==> src/design/normal_matrix_3x3_top_macros.svh <==
// Assertion macros for the normal matrix block.
`ifndef NORMAL_MATRIX_3X3_TOP_MACROS_SVH
`define NORMAL_MATRIX_3X3_TOP_MACROS_SVH
`ifndef NO_ASSERTIONS
`define NM_ASSERT_IMP(lbl, ante, cons) \
  lbl: assert property (@(posedge clk) disable iff (!rst_n) (ante) |-> (cons)) \
    else $error("normal matrix: implication check failed");
`define NM_ASSERT_NXT(lbl, ante, cons) \
  lbl: assert property (@(posedge clk) disable iff (!rst_n) (ante) |=> (cons)) \
    else $error("normal matrix: next-cycle check failed");
`else
`define NM_ASSERT_IMP(lbl, ante, cons)
`define NM_ASSERT_NXT(lbl, ante, cons)
`endif
`endif

==> src/design/nm_pkg.sv <==
// Shared types, constants and binary32 arithmetic helpers for the normal matrix block.
package nm_pkg;

  localparam int NUM_ELEM      = 9;
  localparam int FP_W          = 32;
  localparam int MAT_W         = NUM_ELEM * FP_W;
  localparam int RAW_W         = 50;
  localparam int DIV_STEPS     = 28;
  localparam int DIV_PER_STAGE = 2;
  localparam int DIV_STAGES    = DIV_STEPS / DIV_PER_STAGE;
  localparam int MUL_LAT       = 2;
  localparam int ADD_LAT       = 2;
  localparam int C0_DELAY      = MUL_LAT + ADD_LAT;
  localparam int K_DELAY       = 22;
  localparam int PIPE_LAT      = 29;

  localparam logic [31:0] FP_QNAN = 32'h7FC0_0000;
  localparam logic [31:0] FP_ONE  = 32'h3F80_0000;
  localparam logic [31:0] FP_ZERO = 32'h0000_0000;
  localparam logic [31:0] FP_TINY = 32'h1E3C_E508;

  typedef logic [FP_W-1:0] fp_t;

  // unrounded value: m * 2^e, or a finished special value
  typedef struct packed {
    logic              spec;
    fp_t               sv;
    logic              sign;
    logic [RAW_W-1:0]  m;
    logic signed [10:0] e;
  } fp_raw_t;

  typedef struct packed {
    logic        deg;
    logic        sign;
    logic [7:0]  ed;
    logic [23:0] md;
    logic [23:0] rem;
    logic [27:0] q;
  } div_st_t;

  function automatic logic fp_is_nan(input fp_t a);
    return (a[30:23] == 8'hFF) && (a[22:0] != 23'd0);
  endfunction

  function automatic logic fp_is_inf(input fp_t a);
    return (a[30:23] == 8'hFF) && (a[22:0] == 23'd0);
  endfunction

  function automatic logic fp_is_zero(input fp_t a);
    return a[30:0] == 31'd0;
  endfunction

  function automatic logic [23:0] fp_mant(input fp_t a);
    return {a[30:23] != 8'd0, a[22:0]};
  endfunction

  function automatic logic [7:0] fp_exp(input fp_t a);
    return (a[30:23] == 8'd0) ? 8'd1 : a[30:23];
  endfunction

  function automatic fp_t fp_canon(input fp_t a);
    return fp_is_nan(a) ? FP_QNAN : a;
  endfunction

  // normalise, round to nearest even, pack (gradual underflow, overflow to inf)
  function automatic fp_t fp_round(input fp_raw_t r);
    logic [5:0]         lz;
    logic [RAW_W-1:0]   mn;
    logic [RAW_W-1:0]   ms;
    logic signed [12:0] be;
    logic [6:0]         sh;
    logic               st;
    logic               inc;
    logic [23:0]        kept;
    logic [7:0]         ef;
    logic [30:0]        w;
    fp_t                res;
    lz = 6'd0;
    for (int i = 0; i < RAW_W; i++) begin
      if (r.m[i]) lz = 6'(RAW_W - 1 - i);
    end
    mn = r.m << lz;
    be = 13'(r.e) - $signed({7'd0, lz}) + 13'sd176;
    if (be < 13'sd1) begin
      sh = (be < -13'sd62) ? 7'd63 : 7'(13'sd1 - be);
      ms = mn >> sh;
      st = (ms << sh) != mn;
      ef = 8'd0;
    end else begin
      sh = 7'd0;
      ms = mn;
      st = 1'b0;
      ef = be[7:0];
    end
    kept = ms[RAW_W-1:RAW_W-24];
    inc  = ms[RAW_W-25] & ((|ms[RAW_W-26:0]) | st | kept[0]);
    w    = {ef, kept[22:0]} + 31'(inc);
    if (r.spec) res = r.sv;
    else if (r.m == '0) res = {r.sign, 31'd0};
    else if (be >= 13'sd255) res = {r.sign, 8'hFF, 23'd0};
    else res = {r.sign, w};
    return res;
  endfunction

  function automatic fp_raw_t fp_mul_front(input fp_t a, input fp_t b);
    fp_raw_t     r;
    logic [47:0] p;
    r      = '0;
    r.sign = a[31] ^ b[31];
    p      = fp_mant(a) * fp_mant(b);
    r.m    = {2'b00, p};
    r.e    = $signed({3'b000, fp_exp(a)}) + $signed({3'b000, fp_exp(b)}) - 11'sd300;
    if (fp_is_nan(a) || fp_is_nan(b) || (fp_is_inf(a) && fp_is_zero(b)) ||
        (fp_is_zero(a) && fp_is_inf(b))) begin
      r.spec = 1'b1;
      r.sv   = FP_QNAN;
    end else if (fp_is_inf(a) || fp_is_inf(b)) begin
      r.spec = 1'b1;
      r.sv   = {r.sign, 8'hFF, 23'd0};
    end else if (fp_is_zero(a) || fp_is_zero(b)) begin
      r.spec = 1'b1;
      r.sv   = {r.sign, 31'd0};
    end
    return r;
  endfunction

  function automatic fp_raw_t fp_add_front(input fp_t a, input fp_t b);
    fp_raw_t     r;
    fp_t         hi;
    fp_t         lo;
    logic [7:0]  diff;
    logic [26:0] ml;
    logic [26:0] msl;
    logic [26:0] shd;
    logic        stk;
    logic [27:0] sum;
    r  = '0;
    hi = (a[30:0] >= b[30:0]) ? a : b;
    lo = (a[30:0] >= b[30:0]) ? b : a;
    diff = fp_exp(hi) - fp_exp(lo);
    ml   = {fp_mant(hi), 3'b000};
    msl  = {fp_mant(lo), 3'b000};
    if (diff >= 8'd27) begin
      shd = 27'd0;
      stk = |msl;
    end else begin
      shd = msl >> diff;
      stk = (shd << diff) != msl;
    end
    shd[0] = shd[0] | stk;
    if (a[31] ^ b[31]) sum = {1'b0, ml} - {1'b0, shd};
    else sum = {1'b0, ml} + {1'b0, shd};
    r.m = {22'd0, sum};
    r.e = $signed({3'b000, fp_exp(hi)}) - 11'sd153;
    if (sum == 28'd0) r.sign = (a[31] ^ b[31]) ? 1'b0 : a[31];
    else r.sign = hi[31];
    if (fp_is_nan(a) || fp_is_nan(b) ||
        (fp_is_inf(a) && fp_is_inf(b) && (a[31] != b[31]))) begin
      r.spec = 1'b1;
      r.sv   = FP_QNAN;
    end else if (fp_is_inf(a)) begin
      r.spec = 1'b1;
      r.sv   = a;
    end else if (fp_is_inf(b)) begin
      r.spec = 1'b1;
      r.sv   = b;
    end
    return r;
  endfunction

  function automatic div_st_t div_step(input div_st_t s);
    div_st_t     o;
    logic [24:0] t;
    o = s;
    t = {s.rem, 1'b0};
    if (t >= {1'b0, s.md}) begin
      o.rem = 24'(t - {1'b0, s.md});
      o.q   = {s.q[26:0], 1'b1};
    end else begin
      o.rem = t[23:0];
      o.q   = {s.q[26:0], 1'b0};
    end
    return o;
  endfunction

  function automatic logic mat_is_identity(input logic [MAT_W-1:0] x);
    logic ok;
    ok = 1'b1;
    for (int j = 0; j < NUM_ELEM; j++) begin
      if (x[j*FP_W +: FP_W] != (((j % 4) == 0) ? FP_ONE : FP_ZERO)) ok = 1'b0;
    end
    return ok;
  endfunction

  function automatic logic mat_nan_canon(input logic [MAT_W-1:0] x);
    logic ok;
    ok = 1'b1;
    for (int j = 0; j < NUM_ELEM; j++) begin
      if (fp_is_nan(x[j*FP_W +: FP_W]) && (x[j*FP_W +: FP_W] != FP_QNAN)) ok = 1'b0;
    end
    return ok;
  endfunction

endpackage

==> src/design/nm_recip.sv <==
// Pipelined reciprocal of the determinant with degenerate check; radix-2, two bits a stage.
module nm_recip import nm_pkg::*; (
  input  logic clk,
  input  logic en,
  input  fp_t  d,
  output fp_t  r,
  output logic deg
);

  div_st_t st_r [DIV_STAGES+1];
  div_st_t st_nxt [DIV_STAGES+1];
  fp_raw_t raw;
  fp_t     r_r;
  logic    deg_r;

  // unpack; remainder starts at 2^22 so the quotient is 2^50 / mantissa
  always_comb begin
    st_nxt[0]      = '0;
    st_nxt[0].deg  = (d[30:23] == 8'hFF) || (d[30:0] <= FP_TINY[30:0]);
    st_nxt[0].sign = d[31];
    st_nxt[0].ed   = d[30:23];
    st_nxt[0].md   = {1'b1, d[22:0]};
    st_nxt[0].rem  = 24'h40_0000;
  end

  for (genvar g = 0; g < DIV_STAGES; g++) begin : g_div
    always_comb begin
      st_nxt[g+1] = st_r[g];
      for (int s = 0; s < DIV_PER_STAGE; s++) st_nxt[g+1] = div_step(st_nxt[g+1]);
    end
  end

  always_ff @(posedge clk) begin
    if (en) begin
      for (int i = 0; i <= DIV_STAGES; i++) st_r[i] <= st_nxt[i];
    end
  end

  always_comb begin
    raw      = '0;
    raw.sign = st_r[DIV_STAGES].sign;
    raw.m    = {21'd0, st_r[DIV_STAGES].q, st_r[DIV_STAGES].rem != 24'd0};
    raw.e    = 11'sd99 - $signed({3'b000, st_r[DIV_STAGES].ed});
  end

  always_ff @(posedge clk) begin
    if (en) begin
      r_r   <= fp_round(raw);
      deg_r <= st_r[DIV_STAGES].deg;
    end
  end

  assign r   = r_r;
  assign deg = deg_r;

endmodule

==> config.mk <==
export PLATFORM = sky130hd
export DESIGN_NAME = nm_recip
export DESIGN_NICKNAME = d
export VERILOG_FILES = /design/src/design/normal_matrix_3x3_top_macros.svh /design/src/design/nm_pkg.sv /design/src/design/nm_recip.sv
export SDC_FILE = /design/constraint.sdc
export NUM_CORES = 2
export LEC_CHECK = 0
export BUFFER_PORTS_ARGS = -buffer_cell sky130_fd_sc_hd__buf_4
export CAP_MARGIN = 30
export CORE_ASPECT_RATIO = 0.8
export CORE_UTILIZATION = 25
export CTS_BUF_LIST = sky130_fd_sc_hd__clkbuf_2
export DETAILED_ROUTE_END_ITERATION = 10
export GPL_TIMING_DRIVEN = 1
export PLACE_DENSITY = 0.47
export SLEW_MARGIN = 25
export SYNTH_ARGS = -nofsm -noshare
export SYNTH_HDL_FRONTEND = slang
export SYNTH_SLANG_ARGS = --single-unit
==> constraint.sdc <==
create_clock -name clk -period 11.6 [get_ports clk]
set_clock_uncertainty 0.05 [all_clocks]
set_input_delay 1.74 -clock clk [delete_from_list [all_inputs] [get_ports clk]]
set_output_delay 1.74 -clock clk [all_outputs]
set_load 0.01 [all_outputs]
**Word level (Yosys, flattened, before mapping)**

Memories as Yosys holds them, arrays and structs flattened.
Cells that the tools add are included.

- Bits in registers: 33
- Memory bits (writable): 1290
- Input port bits: 34
- Output and inout port bits: 33
- Memories: 1

- Add/sub/neg operators: 33
- Magnitude comparators: 32
- Equality and inequality tests: 2
- Shift operators: 3
- Muxes and demuxes: 68
- Bitwise gates (word level): 3
- Reduce and logical (&&, ||, !) cells: 5

Memory list:

| memory | depth | width | rd ports | clocked after memory_dff | wr ports | line | text |
|---|---|---|---|---|---|---|---|
| st_r | 15 | 86 | 15 | 0 | 15 | nm_recip.sv:10 | `div_st_t st_r [DIV_STAGES+1];` |

Operator list:

| operator | number |
|---|---|
| $mux 52 | 28 |
| $ge 25x24->1 | 28 |
| $sub 24x24->24 | 28 |
| $mux 6 | 30 |
| $mux 49 | 2 |
| $logic_not 50->1 | 1 |
| $ne 50x50->1 | 1 |
| $shl 29x6->50 | 1 |
| $shl 50x7->50 | 1 |
| $shr 50x7->50 | 1 |
| $add 31x1->31 | 1 |
| $le 31x29->1 const B | 1 |
| $mux 31 | 1 |
| $reduce_or 25->1 | 1 |
| $reduce_bool 24->1 | 1 |
| $mux 8 | 2 |
| $add 10x9->11 const B | 1 |
| $ge 11x9->1 const B | 1 |
| $lt 11x2->1 const B | 1 |
| $lt 11x7->1 const B | 1 |
| $sub 9x7->10 | 1 |
| $sub 7x8->9 const A | 1 |
| $eq 8x8->1 const B | 1 |
| $mux 7 | 1 |
| other kinds (6) | 10 |

**Longest topological paths before layout**

An unclocked memory read counts as a cell.

- Depth after elaboration: 46
- Gate-level depth with buffers: 47
- Gate-level depth less buffers: 43

**Worst setup path after synthesis**

OpenSTA, ideal clock, no wires.

- Path type: reg2reg
- Start point: memory st_r[0][311] (netlist bit)
- End point: memory st_r[0][382] (netlist bit) (data pin)
- Data arrival time: 8.636 ns
- Path slack: 2.654 ns
- Cell stages (with the launch flop): 43
- Cell sequence: edfxtp_1 -> inv_1 -> ha_1 -> nor2b_1 -> o21ai_0 -> a21boi_0 -> o21ai_0 -> a21boi_0 -> o21ai_0 -> a21boi_0 -> o21ai_0 -> a21boi_0 -> o21ai_0 -> a21boi_0 -> o31ai_1 -> a21oi_1 -> o2111ai_1 -> a31oi_1 -> [... 7 more ...] -> o21ai_0 -> a21boi_0 -> o21ai_0 -> a21boi_0 -> o21ai_0 -> a21boi_0 -> o21a_1 -> o21ai_0 -> a2111oi_0 -> o21a_1 -> o21ai_0 -> a21oi_1 -> a31o_2 -> a21oi_1 -> o21a_1 -> clkbuf_1 -> clkbuf_1 -> mux2_2

RTL lines:

| item | line |
|---|---|
| start: declaration | nm_recip.sv:10 |

==> results.tsv <==
stage	metric	value	unit
status	status	complete, no violations	
clock_tree	numCtsBuffers	297	
finish	n_fill_cell	32786	
finish	final_common_cell	edfxtp_1	
power_and_ir_drop	power.density	342.3	nW/um^2
finish	final_area	89000	sq um
detailed_routing	drt_iter0_markers	6069	
floorplan	die_h	501.3	microns
sta	worstMarginPinSlew	1.155	ns
detailed_routing	drc	0	
detailed_routing	via_count	68010	
setup_path	path_common_cell	buf_4	
setup_path	cp.arrival	11.83	ns
detailed_routing	routed.top_layer	met5	
power_and_ir_drop	p_leak	35.48	nW
hold_path	whs_path_depth	0	
detailed_routing	routed_wl	314.0	mm
setup_path	crit_path_start_kind	flop	
placed_design	gp_congestion	0.9973	
synthesis	ys_seq_elements	1051	
synthesis	ys.flop_type	edfxtp_1	
synthesis	synthArstFlopShare	0	%
placed_design	place_area	86300	sq um
setup_path	crit_fanout	19	
detailed_routing	wl_met1	154.6	mm
finish	final_util	28.82	%
finish	fin_cells	13133	
detailed_routing	dr_wl_met3	20.28	mm
synthesis	synth_enable_flop_cells	1051	
grt	antenna_found_initial	22	
sta	fin_crit	10.78	ns
floorplan	dieArea	313900	sq um
finish	syn_to_final_growth	14.22	%
detailed_routing	route.met2.wl	129.9	mm
finish	multi_input_area	43000	sq um
grt	grt_usage	19.33	%
setup_path	r2r_cells	33	
placed_design	port_buffers	66	
detailed_routing	route.detailed.wl_per_inst	23.91	microns
clock_tree	cts_tree	built	
sta	setup_ws	0.8205	ns
sta	setup_viol	0	
floorplan	rows	182	
finish	final_cell_mix	1051 x edfxtp_1, 742 x nor2_1, 714 x nand2_1, 679 x inv_1, 624 x ha_1	
synthesis	avgSynthCellArea	9.488	sq um
sta	slew_viol_final	0	
synthesis	yosysUniqueCellTypes	125	
floorplan	io_pins	67	
sta	fin_tns_setup	0	ns
clock_tree	cts_htree_levels	5	
sta	grt_setup_unrepaired	no	
synthesis	netlist_instances	8212	
floorplan	core_area	308800	sq um
detailed_routing	vias_per_cell	5.179	
setup_path	cp_slowest_cell	nor2_2	
finish	drive_gt1_share	16.43	%
hold_path	hp-class	reg -> reg	
detailed_routing	route.antenna.remaining_nets	0	
synthesis	syn_nets	8885	
placed_design	dpl.hpwl	246.6	mm
setup_path	path_class	reg -> reg	
sta	max_freq	0.09277	GHz
clock_tree	clockBufferDepth	4	
sta	period_share	92.93	%
sta	hold_viol_final	0	
grt	grt.overflow.total	0	
synthesis	synth_warnings	0	
detailed_routing	firstDrtPassIters	6	
clock_tree	clkSlewWorstSetupHoldPaths	0.11	ns
power_and_ir_drop	ir_drop	212.4	uV
finish	regArea	31560	sq um
sta	whs	0.2603	ns
placed_design	pre_cts_slack	1.023	ns
synthesis	synth_seq_area_share	40.50	%
synthesis	syn-cell-area	77920	sq um
clock_tree	cts_sinks	1051	
grt	grt_pass1_wl	451.2	mm
power_and_ir_drop	design_power_total	30.46	mW
grt	grt_pass1_vias	65266	
setup_path	endpoint_kind	flop	
job	cap_violations	0	
setup_path	crit_required	12.65	ns
clock_tree	clk_latency	1.53	ns
sta	slew_headroom	22.98	%
placed_design	dp.cells	12621	
floorplan	die_w	626.2	microns
grt	grt_start_max_net_pins	165	
floorplan	initial_core_util	25.23	%
finish	nNetsFinal	9457	
clock_tree	cts-root-buf	clkbuf_2	
setup_path	cpPeakStageDelay	0.70	ns
==> per-layer routing <==
metal | vias to the layer above | track usage, %
li1 | 31880 | -
met5 | - | 0
met3 | 468 | 3.410
met2 | 2323 | 28.43
met4 | 6 | 5.600
met1 | 33333 | 28.58
==> critical path, delay by kind of cell, from the launching register on <==
kind	cells	cell delay, ns
AND/OR/NAND/NOR	13	4.62
buffers and inverters	7	1.29
flip-flops	1	0.38
adder cells (fa/ha/maj)	3	0.89
AO/OA/AOI/OAI	10	3.12
==> where the power goes <==
part	switching, mW	total, mW	internal [mW]
sequential	0.682	6.48	5.80
combinational	12.6	21.2	8.61
clock	1.68	2.77	1.09
==> sequential cells by signal (all words and copies together), names as in the netlist <==
name,flops
r,32
deg,1
st_r,1018
==> cells by family after synthesis <==
family / share of synthesized area [%]
AOI/OAI and AO/OA: 19.61
xor gates and xnor gates: 4.058
adders and majority gates: 10.40
buffers and inverters: 4.631
DFF: 40.50
muxes: 5.192
and+or+nand+nor: 15.61
==> synthesized netlist by cell type, drive strengths merged, types with 37 or more instances <==
master	instances	area [sq um]
edfxtp	1051	31560
clkbuf	183	688.2
a221oi	37	386.6
buf	63	337.8
a31oi	52	346.6
nand2b	88	550.5
o22ai	63	412.9
mux2i	62	644.4
or3	49	306.5
a21o	117	878.3
mux2	298	3356
o221ai	42	374.1
o31ai	142	1076
o21ai	597	3048
o211ai	75	596.8
xor2	116	1016
nand3	167	845.8
and3	65	406.6
nand2	718	2703
o21a	117	878.3
inv	687	2579
ha	625	7820
nor3	233	1260
nor2	764	2895
or2	41	259.0
and2	59	369.1
xnor2	245	2146
nand4	133	832.1
a22oi	48	370.3
nor2b	102	638.1
a21boi	162	1216
a21oi	526	2674
nor4	66	519.3
a211oi	79	630.6
==> final cells by class <==
class                   count  share of cell area, %
multi-input cells        6227                  48.32
flip-flops and latches   1051                  35.46
well taps                4140                  5.820
repair buffers            519                  4.543
inverters                 688                  2.902
clock buffers             399                  2.244
clock inverters            91                 0.6566
diodes                     18                0.05061
==> worst paths after layout <==
| check | startpoint | to | slack (ns) |
|---|---|---|---|
| min | st_r[1][349] | st_r[1][437] | 0.26 |
| max reg2reg | st_r[1][555] | r[28] | 0.82 |
| min reg2reg | st_r[1][349] | st_r[1][437] | 0.26 |
| max | st_r[1][555] | r[28] | 0.82 |
==> timing repair <==
action | 4_1_cts | 5_1_grt
setup buffers | 0 | 0
resized for setup | 0 | 5
hold buffers | 0 | 0
endpoints found under the setup margin | 0 | 25
Power figures use the tool's default switching activity.
