===== src/design/normal_matrix_3x3_top_macros.svh =====
// Assertion macros for the normal matrix block.
`ifndef NORMAL_MATRIX_3X3_TOP_MACROS_SVH
`define NORMAL_MATRIX_3X3_TOP_MACROS_SVH
`ifndef NO_ASSERTIONS
`define NM_ASSERT_IMP(lbl, ante, cons) \
  lbl: assert property (@(posedge clk) disable iff (!rst_n) (ante) |-> (cons)) \
    else $error("normal matrix: implication check failed");
`define NM_ASSERT_NXT(lbl, ante, cons) \
  lbl: assert property (@(posedge clk) disable iff (!rst_n) (ante) |=> (cons)) \
    else $error("normal matrix: next-cycle check failed");
`else
`define NM_ASSERT_IMP(lbl, ante, cons)
`define NM_ASSERT_NXT(lbl, ante, cons)
`endif
`endif


===== src/design/nm_pkg.sv =====
// Shared types, constants and binary32 arithmetic helpers for the normal matrix block.
package nm_pkg;

  localparam int NUM_ELEM      = 9;
  localparam int FP_W          = 32;
  localparam int MAT_W         = NUM_ELEM * FP_W;
  localparam int RAW_W         = 50;
  localparam int DIV_STEPS     = 28;
  localparam int DIV_PER_STAGE = 2;
  localparam int DIV_STAGES    = DIV_STEPS / DIV_PER_STAGE;
  localparam int MUL_LAT       = 2;
  localparam int ADD_LAT       = 2;
  localparam int C0_DELAY      = MUL_LAT + ADD_LAT;
  localparam int K_DELAY       = 22;
  localparam int PIPE_LAT      = 29;

  localparam logic [31:0] FP_QNAN = 32'h7FC0_0000;
  localparam logic [31:0] FP_ONE  = 32'h3F80_0000;
  localparam logic [31:0] FP_ZERO = 32'h0000_0000;
  localparam logic [31:0] FP_TINY = 32'h1E3C_E508;

  typedef logic [FP_W-1:0] fp_t;

  // unrounded value: m * 2^e, or a finished special value
  typedef struct packed {
    logic              spec;
    fp_t               sv;
    logic              sign;
    logic [RAW_W-1:0]  m;
    logic signed [10:0] e;
  } fp_raw_t;

  typedef struct packed {
    logic        deg;
    logic        sign;
    logic [7:0]  ed;
    logic [23:0] md;
    logic [23:0] rem;
    logic [27:0] q;
  } div_st_t;

  function automatic logic fp_is_nan(input fp_t a);
    return (a[30:23] == 8'hFF) && (a[22:0] != 23'd0);
  endfunction

  function automatic logic fp_is_inf(input fp_t a);
    return (a[30:23] == 8'hFF) && (a[22:0] == 23'd0);
  endfunction

  function automatic logic fp_is_zero(input fp_t a);
    return a[30:0] == 31'd0;
  endfunction

  function automatic logic [23:0] fp_mant(input fp_t a);
    return {a[30:23] != 8'd0, a[22:0]};
  endfunction

  function automatic logic [7:0] fp_exp(input fp_t a);
    return (a[30:23] == 8'd0) ? 8'd1 : a[30:23];
  endfunction

  function automatic fp_t fp_canon(input fp_t a);
    return fp_is_nan(a) ? FP_QNAN : a;
  endfunction

  // normalise, round to nearest even, pack (gradual underflow, overflow to inf)
  function automatic fp_t fp_round(input fp_raw_t r);
    logic [5:0]         lz;
    logic [RAW_W-1:0]   mn;
    logic [RAW_W-1:0]   ms;
    logic signed [12:0] be;
    logic [6:0]         sh;
    logic               st;
    logic               inc;
    logic [23:0]        kept;
    logic [7:0]         ef;
    logic [30:0]        w;
    fp_t                res;
    lz = 6'd0;
    for (int i = 0; i < RAW_W; i++) begin
      if (r.m[i]) lz = 6'(RAW_W - 1 - i);
    end
    mn = r.m << lz;
    be = 13'(r.e) - $signed({7'd0, lz}) + 13'sd176;
    if (be < 13'sd1) begin
      sh = (be < -13'sd62) ? 7'd63 : 7'(13'sd1 - be);
      ms = mn >> sh;
      st = (ms << sh) != mn;
      ef = 8'd0;
    end else begin
      sh = 7'd0;
      ms = mn;
      st = 1'b0;
      ef = be[7:0];
    end
    kept = ms[RAW_W-1:RAW_W-24];
    inc  = ms[RAW_W-25] & ((|ms[RAW_W-26:0]) | st | kept[0]);
    w    = {ef, kept[22:0]} + 31'(inc);
    if (r.spec) res = r.sv;
    else if (r.m == '0) res = {r.sign, 31'd0};
    else if (be >= 13'sd255) res = {r.sign, 8'hFF, 23'd0};
    else res = {r.sign, w};
    return res;
  endfunction

  function automatic fp_raw_t fp_mul_front(input fp_t a, input fp_t b);
    fp_raw_t     r;
    logic [47:0] p;
    r      = '0;
    r.sign = a[31] ^ b[31];
    p      = fp_mant(a) * fp_mant(b);
    r.m    = {2'b00, p};
    r.e    = $signed({3'b000, fp_exp(a)}) + $signed({3'b000, fp_exp(b)}) - 11'sd300;
    if (fp_is_nan(a) || fp_is_nan(b) || (fp_is_inf(a) && fp_is_zero(b)) ||
        (fp_is_zero(a) && fp_is_inf(b))) begin
      r.spec = 1'b1;
      r.sv   = FP_QNAN;
    end else if (fp_is_inf(a) || fp_is_inf(b)) begin
      r.spec = 1'b1;
      r.sv   = {r.sign, 8'hFF, 23'd0};
    end else if (fp_is_zero(a) || fp_is_zero(b)) begin
      r.spec = 1'b1;
      r.sv   = {r.sign, 31'd0};
    end
    return r;
  endfunction

  function automatic fp_raw_t fp_add_front(input fp_t a, input fp_t b);
    fp_raw_t     r;
    fp_t         hi;
    fp_t         lo;
    logic [7:0]  diff;
    logic [26:0] ml;
    logic [26:0] msl;
    logic [26:0] shd;
    logic        stk;
    logic [27:0] sum;
    r  = '0;
    hi = (a[30:0] >= b[30:0]) ? a : b;
    lo = (a[30:0] >= b[30:0]) ? b : a;
    diff = fp_exp(hi) - fp_exp(lo);
    ml   = {fp_mant(hi), 3'b000};
    msl  = {fp_mant(lo), 3'b000};
    if (diff >= 8'd27) begin
      shd = 27'd0;
      stk = |msl;
    end else begin
      shd = msl >> diff;
      stk = (shd << diff) != msl;
    end
    shd[0] = shd[0] | stk;
    if (a[31] ^ b[31]) sum = {1'b0, ml} - {1'b0, shd};
    else sum = {1'b0, ml} + {1'b0, shd};
    r.m = {22'd0, sum};
    r.e = $signed({3'b000, fp_exp(hi)}) - 11'sd153;
    if (sum == 28'd0) r.sign = (a[31] ^ b[31]) ? 1'b0 : a[31];
    else r.sign = hi[31];
    if (fp_is_nan(a) || fp_is_nan(b) ||
        (fp_is_inf(a) && fp_is_inf(b) && (a[31] != b[31]))) begin
      r.spec = 1'b1;
      r.sv   = FP_QNAN;
    end else if (fp_is_inf(a)) begin
      r.spec = 1'b1;
      r.sv   = a;
    end else if (fp_is_inf(b)) begin
      r.spec = 1'b1;
      r.sv   = b;
    end
    return r;
  endfunction

  function automatic div_st_t div_step(input div_st_t s);
    div_st_t     o;
    logic [24:0] t;
    o = s;
    t = {s.rem, 1'b0};
    if (t >= {1'b0, s.md}) begin
      o.rem = 24'(t - {1'b0, s.md});
      o.q   = {s.q[26:0], 1'b1};
    end else begin
      o.rem = t[23:0];
      o.q   = {s.q[26:0], 1'b0};
    end
    return o;
  endfunction

  function automatic logic mat_is_identity(input logic [MAT_W-1:0] x);
    logic ok;
    ok = 1'b1;
    for (int j = 0; j < NUM_ELEM; j++) begin
      if (x[j*FP_W +: FP_W] != (((j % 4) == 0) ? FP_ONE : FP_ZERO)) ok = 1'b0;
    end
    return ok;
  endfunction

  function automatic logic mat_nan_canon(input logic [MAT_W-1:0] x);
    logic ok;
    ok = 1'b1;
    for (int j = 0; j < NUM_ELEM; j++) begin
      if (fp_is_nan(x[j*FP_W +: FP_W]) && (x[j*FP_W +: FP_W] != FP_QNAN)) ok = 1'b0;
    end
    return ok;
  endfunction

endpackage


===== src/design/nm_fp_mul.sv =====
// Two-stage binary32 multiplier: mantissa product, then normalise and round.
module nm_fp_mul import nm_pkg::*; (
  input  logic clk,
  input  logic en,
  input  fp_t  a,
  input  fp_t  b,
  output fp_t  y
);

  fp_raw_t raw_r;
  fp_raw_t raw_nxt;
  fp_t     y_r;
  fp_t     y_nxt;

  assign raw_nxt = fp_mul_front(a, b);
  assign y_nxt   = fp_round(raw_r);

  always_ff @(posedge clk) begin
    if (en) begin
      raw_r <= raw_nxt;
      y_r   <= y_nxt;
    end
  end

  assign y = y_r;

endmodule


===== config.mk =====
export PLATFORM = sky130hd
export DESIGN_NAME = nm_fp_mul
export DESIGN_NICKNAME = d
export VERILOG_FILES = /design/src/design/normal_matrix_3x3_top_macros.svh /design/src/design/nm_pkg.sv /design/src/design/nm_fp_mul.sv
export SDC_FILE = /design/constraint.sdc
export NUM_CORES = 2
export LEC_CHECK = 0
export BUFFER_PORTS_ARGS = -buffer_cell sky130_fd_sc_hd__buf_2
export CORE_MARGIN = 3
export CORE_UTILIZATION = 51
export CTS_CLUSTER_DIAMETER = 120
export DETAILED_ROUTE_END_ITERATION = 7
export PLACE_DENSITY = 0.67
export SYNTH_ARGS = -nofsm -noshare
export SYNTH_HDL_FRONTEND = slang
export SYNTH_SLANG_ARGS = --single-unit

===== constraint.sdc =====
create_clock -name clk -period 10.3 [get_ports clk]
set_input_delay 0.515 -clock clk [delete_from_list [all_inputs] [get_ports clk]]
set_output_delay 0.515 -clock clk [all_outputs]
set_load 0.1 [all_outputs]

# [Word-level counts from Yosys, hierarchy flattened]
# Index checks and enable logic that the tools add are counted.
[totals] regBits=124 input_bits=66 out_inout_bits=32 word_cells=110
[op_classes] addsub=6 mul=1 magnitude_cmp=3 eq_ne=3 shift=3 mux=59 bitwise=4 n_reduce_logical=24
[op_table] op="$mux 6" n=48
[op_table] op="$mux 32" n=2
[op_table] op="$logic_not 31->1" n=2
[op_table] op="$mux 31" n=2
[op_table] op="$logic_not 50->1" n=1
[op_table] op="$ne 50x50->1" n=1
[op_table] op="$shl 48x6->50" n=1
[op_table] op="$shl 50x7->50" n=1
[op_table] op="$shr 50x7->50" n=1
[op_table] op="$mux 49" n=1
[op_table] op="$mul 24x24->48" n=1
[op_table] op="$logic_not 23->1" n=2
[op_table] op="$reduce_bool 23->1" n=2
[op_table] op="$mux 33" n=1
[op_table] op="$add 31x1->31" n=1
[op_table] op="$reduce_or 25->1" n=1
[op_table] op="$mux 8" n=3
[op_table] op="$eq 8x8->1 const B" n=2
[op_table] op="$logic_not 8->1" n=2
[op_table] op="$reduce_bool 8->1" n=2
[op_table] op="$add 11x9->12 const B" n=1
[op_table] op="$ge 12x9->1 const B" n=1
[op_table] op="$lt 12x2->1 const B" n=1
[op_table] op="$lt 12x7->1 const B" n=1
[op_table] op="other kinds (12)" n=22

# [Longest topological paths before layout]
[logic_depth] depth_word=63 depth_mapped=45 depth_no_buf=36

# [Worst setup path after synthesis]
# Ideal clock, no wire load.
[synth_path] path_kind="reg-to-reg" from="register raw_r[48] (netlist bit)" to="register y_r[0] (netlist: y[0]), data pin" setup_time_ps=264 arrival_time_ps=8725 t_required_ps=10036 setup_slack_ps=1311 stages_incl_launch_ff=37 n_path_buf=12 period_less_slack_ps=8989 cell_sequence="edfxtp_1 -> buf_6 -> or4_4 -> or3_4 -> a211oi_4 -> a21o_1 -> buf_6 -> inv_4 -> buf_6 -> buf_6 -> buf_6 -> clkbuf_1 -> ha_1 -> ha_1 -> inv_1 -> fa_1 -> xor2_1 -> nand3_1 -> o311a_1 -> a311o_1 -> clkbuf_1 -> nand2b_1 -> clkbuf_1 -> clkbuf_1 -> clkbuf_1 -> clkbuf_1 -> buf_1 -> mux2i_1 -> o22ai_1 -> a211oi_1 -> and4_1 -> nand4_1 -> a2111oi_0 -> nand4_1 -> or4_1 -> nor4b_1 -> a21oi_1"
[synth_via] elab_chain_cells=26 word_cells_on_any_way=33 classes_between="add/sub: 4; order compare: 3; eq/ne: 1; shift: 3; mux: 17; bitwise: 3; reduce/logical: 2"
[synth_lines] item="start, declared" line_no="nm_fp_mul.sv:10" rtl="fp_raw_t raw_r;"
[synth_lines] item="start signal, assigned" line_no="nm_fp_mul.sv:20" rtl="raw_r <= raw_nxt;"
[synth_lines] item="$mux 6 (11 in a row)" line_no="nm_pkg.sv:81" rtl="if (r.m[i]) lz = 6'(RAW_W - 1 - i);"
[synth_lines] item="$sub 10x7->11" line_no="nm_pkg.sv:84" rtl="be = 13'(r.e) - $signed({7'd0, lz}) + 13'sd176;"
[synth_lines] item="$add 11x9->12" line_no="nm_pkg.sv:84"
[synth_lines] item="$lt 12x7->1 or $sub 2x7->7 (tied branches)" line_no="nm_pkg.sv:86" rtl="sh = (be < -13'sd62) ? 7'd63 : 7'(13'sd1 - be);"
[synth_lines] item="$mux 7" line_no="nm_pkg.sv:86"
[synth_lines] item="$shr 50x7->50" line_no="nm_pkg.sv:87" rtl="ms = mn >> sh;"
[synth_lines] item="$shl 50x7->50" line_no="nm_pkg.sv:88" rtl="st = (ms << sh) != mn;"
[synth_lines] item="$ne 50x50->1" line_no="nm_pkg.sv:88"
[synth_lines] item="$mux 1" line_no="nm_pkg.sv:85" rtl="if (be < 13'sd1) begin"
[synth_lines] item="$or 1x1->1 (2 in a row)" line_no="nm_pkg.sv:97" rtl="inc = ms[RAW_W-25] & ((|ms[RAW_W-26:0]) | st | kept[0]);"
[synth_lines] item="$and 1x1->1" line_no="nm_pkg.sv:97"
[synth_lines] item="$add 31x1->31" line_no="nm_pkg.sv:98" rtl="w = {ef, kept[22:0]} + 31'(inc);"
[synth_lines] item="$mux 31" line_no="nm_pkg.sv:101" rtl="else if (be >= 13'sd255) res = {r.sign, 8'hFF, 23'd0};"
[synth_lines] item="$mux 31 *" line_no="nm_pkg.sv:100" rtl="else if (r.m == '0) res = {r.sign, 31'd0};"
[synth_lines] item="$mux 32 *" line_no="nm_pkg.sv:99" rtl="if (r.spec) res = r.sv;"
[synth_lines] item="end signal, assigned" line_no="nm_fp_mul.sv:21" rtl="y_r <= y_nxt;"
[synth_lines] item="end, declared" line_no="nm_fp_mul.sv:12" rtl="fp_t y_r;"
# Mark *: on every way between the ends. The rest lies on a longest branch, timed or not.
# A chain may end at the register's enable or synchronous reset.

# [Worst setup path in the final report]
[layout_path] from="register raw_r[56] (netlist bit)" to="register y_r[0] (netlist: y[0]), data pin"
[layout_via] elab_chain_cells=18 word_cells_on_any_way=25 classes_between="add/sub: 4; order compare: 3; eq/ne: 1; shift: 3; mux: 9; bitwise: 3; reduce/logical: 2"
[layout_lines] item="$mux 6 (3 in a row)" line_no="nm_pkg.sv:81"
[layout_lines] item="$sub 10x7->11" line_no="nm_pkg.sv:84"
[layout_lines] item="$add 11x9->12" line_no="nm_pkg.sv:84"
[layout_lines] item="$lt 12x7->1 or $sub 2x7->7 (tied branches)" line_no="nm_pkg.sv:86"
[layout_lines] item="$mux 7" line_no="nm_pkg.sv:86"
[layout_lines] item="$shr 50x7->50" line_no="nm_pkg.sv:87"
[layout_lines] item="$shl 50x7->50" line_no="nm_pkg.sv:88"
[layout_lines] item="$ne 50x50->1" line_no="nm_pkg.sv:88"
[layout_lines] item="$mux 1" line_no="nm_pkg.sv:85"
[layout_lines] item="$or 1x1->1 (2 in a row)" line_no="nm_pkg.sv:97"
[layout_lines] item="$and 1x1->1" line_no="nm_pkg.sv:97"
[layout_lines] item="$add 31x1->31" line_no="nm_pkg.sv:98"
[layout_lines] item="$mux 31" line_no="nm_pkg.sv:101"
[layout_lines] item="$mux 31 *" line_no="nm_pkg.sv:100"
[layout_lines] item="$mux 32 *" line_no="nm_pkg.sv:99"
# Marked as above.

==> flow_summary.json <==
{
  "setup_viol": 0,
  "drtAntennaViolNets": 0,
  "wl_microns": 200400,
  "fmax_mhz": 99.40,
  "h-tree-depth": 3,
  "ys_seq_elements": 95,
  "synth-xor-area-share_pct": 1.918,
  "hold_buffers": 0,
  "crit_fanout": 18,
  "cts_made_buffers": 9,
  "synth_top_family_by_area": "adder cells",
  "multi_input_area_sq_um": 31690,
  "crit_required_ns": 10.45,
  "synth_mux_area_share_pct": 3.928,
  "min_path_type": "in2reg",
  "syn_area_per_cell_sq_um": 7.701,
  "area_growth_pct": 7.367,
  "gr-usage-met1_pct": 58.98,
  "synth-edff-count": 95,
  "violations": "DRC",
  "use_met2_pct": 72.38,
  "cts-root-buf": "clkbuf_16",
  "relSlewSlack_pct": 5.118,
  "cts.sinks": 95,
  "crit_path_end_kind": "register",
  "start_kind": "register",
  "slowest_stage": "or4_1",
  "maxCapViolations": 0,
  "grt_usage_pct": 50.80,
  "yosys_most_used_dff": "edfxtp_1",
  "grt-busiest-layer": "met2",
  "grt_max_degree": 88,
  "fin_crit_sh_pct": 97.68,
  "tns_ns": 0,
  "outcome": "complete, but fails checks",
  "dp_hpwl_microns": 154000,
  "syn-cell-area_sq_um": 37910,
  "grt-ovfl-total": 0,
  "skew_ns": 0.03051,
  "worst_path_largest_cell_delay_ns": 0.82,
  "die_x_microns": 278.6,
  "worst_slew_pin_slew_ns": 1.401,
  "fin_nets": 5722,
  "first_pass_iters": 8,
  "clk-insertion-delay-late_ns": 0.42,
  "period_needed_ns": 10.06,
  "core_sq_um": 73330,
  "final_cell_area_sq_um": 40700,
  "wl_per_cell_microns": 33.70,
  "drive_above_1_share_pct": 10.16,
  "drtIter0Drc": 7465,
  "fp-row-count": 99,
  "critical_path_class": "reg2reg",
  "final.setup.worst_slack_ns": 0.2395,
  "dp_slack_ns": 0.5151,
  "drc": 121,
  "synth_nets": 5679,
  "hold_violations": 0,
  "ys_warn_count": 0,
  "synth_fa_ha_area_share_pct": 32.39,
  "async_flop_share_pct": 0,
  "cts_tree": "yes",
  "start_util_pct": 51.69,
  "ys_types": 114,
  "synthCells": 4922,
  "critPathTopFamily": "simple AND/OR/NAND/NOR gates",
  "placed_cell_area_sq_um": 40300,
  "crit_buf_inv": 3,
  "cp.arrival_ns": 10.21,
  "grt_pass1_vias": 41820,
  "antenna_found_initial": 20,
  "portBuffers": 97,
  "synth-simple-area-share_pct": 22.81,
  "io_pins": 98,
  "synth_compound_area_share_pct": 22.10,
  "use_met3_pct": 23.19,
  "grt_pass1_wl_microns": 288900,
  "dieArea_sq_um": 77630,
  "vias_per_cell": 7.294,
  "seq_area_frac_synth_pct": 7.526,
  "vias": 43380,
  "clk_path_buf_depth": 2,
  "grt_setup_unrepaired": "no",
  "clk_pin_slew_worst_paths_ns": 0.09,
  "fp.dieH_microns": 278.6,
  "gp_congestion": 1.228,
  "num-fill-cells": 6995,
  "seq_area_sq_um": 2853,
  "drv_slew": 0
}
==> layer usage <==
metal  vias up  share of wire (%)
met2      4105                 40
li1      17320                  -
met1     20620                 34
met5         -              0.084
met4        19                 11
met3      1317                 15
==> cell usage in the layout, fill, tap and decap left out, types with 29 or more instances in the layout <==
cell type	count
a211oi_1	74
a21o_1	29
a21oi_1	248
a221oi_1	35
a22oi_1	50
a31oi_1	40
and2_1	236
buf_2	96
buf_4	260
edfxtp_1	95
fa_1	484
ha_1	207
inv_1	549
mux2i_1	118
nand2_1	660
nand3_1	128
nand4_1	42
nor2_1	387
nor3_1	155
nor4_1	59
o211ai_1	78
o21ai_0	186
o21ai_1	30
o221ai_1	43
o22ai_1	68
o31ai_1	46
xnor2_1	50
xor2_1	33
==> worst paths after layout <==
check,from,to,slack [ns],cells after the start
setup / recovery,raw_r[56]$_DFFE_PP_,y[0]$_SDFFCE_PP0P_,0.24,28
hold / removal,a[31],raw_r[61]$_DFFE_PP_,0.50,2
setup reg to reg,raw_r[56]$_DFFE_PP_,y[0]$_SDFFCE_PP0P_,0.24,28
hold reg to reg,raw_r[93]$_SDFFCE_PP0P_,y[31]$_DFFE_PP_,0.55,1
==> Yosys cell counts, drive strengths merged (17+ instances only) <==
library cell | count | share of area (%)
a2111oi | 30 | 0.81
a211oi | 81 | 1.7
a21o | 30 | 0.59
a21oi | 256 | 3.4
a221oi | 37 | 0.89
a22oi | 50 | 0.99
a31oi | 42 | 0.69
a32oi | 27 | 0.64
and2 | 237 | 3.9
buf | 83 | 1.4
clkbuf | 245 | 2.4
edfxtp | 95 | 7.5
fa | 484 | 26
ha | 207 | 6.8
inv | 552 | 5.5
mux2i | 123 | 3.3
nand2 | 663 | 6.6
nand2b | 17 | 0.28
nand3 | 131 | 1.8
nand4 | 42 | 0.69
nor2 | 400 | 4.0
nor3 | 162 | 2.3
nor4 | 70 | 1.3
o2111ai | 20 | 0.50
o211ai | 78 | 1.5
o21ai | 218 | 2.9
o221ai | 45 | 1.1
o22ai | 69 | 1.2
o31ai | 49 | 1.0
o32ai | 23 | 0.53
or3 | 24 | 0.41
xnor2 | 50 | 1.2
xor2 | 33 | 0.76
==> registers in the layout, indices dropped and copies added, names as in the netlist <==
signal	count
raw_r	63
y	32
==> cells by family after synthesis <==
kind of cell | count (synthesis)
flops | 95
mux | 140
simple gates | 1827
xor+xnor | 83
compound gates | 1204
buf+inv | 882
fa+ha+maj | 691
==> cell type report <==
class | count | share of cell area [%]
flip-flops and latches | 95 | 7.009
inverters | 554 | 5.116
clock buffers | 9 | 0.5534
diodes | 18 | 0.1107
well taps | 959 | 2.948
multi-input cells | 3945 | 77.87
clock inverters | 7 | 0.2183
repair buffers | 360 | 6.173
==> what timing repair did <==
action,in CTS,in global routing
resized for setup,0,5
setup buffers,0,0
endpoints found under the setup margin,0,5
==> stage by stage <==
step           utilization [%]  hold WS (ns)  instances
6_report                 55.50        0.5020       5947
5_1_grt                  55.46        0.4995       5934
4_1_cts                  55.38        0.4924       5929
3_5_place_dp             54.96        0.5440       5913
3_3_place_gp             54.96        0.5431       5913
2_1_floorplan                -        0.5000       4922
Power is left out: the tool's default activity adds up to more than one toggle a clock period on the data nets, which glitch-free logic cannot reach.
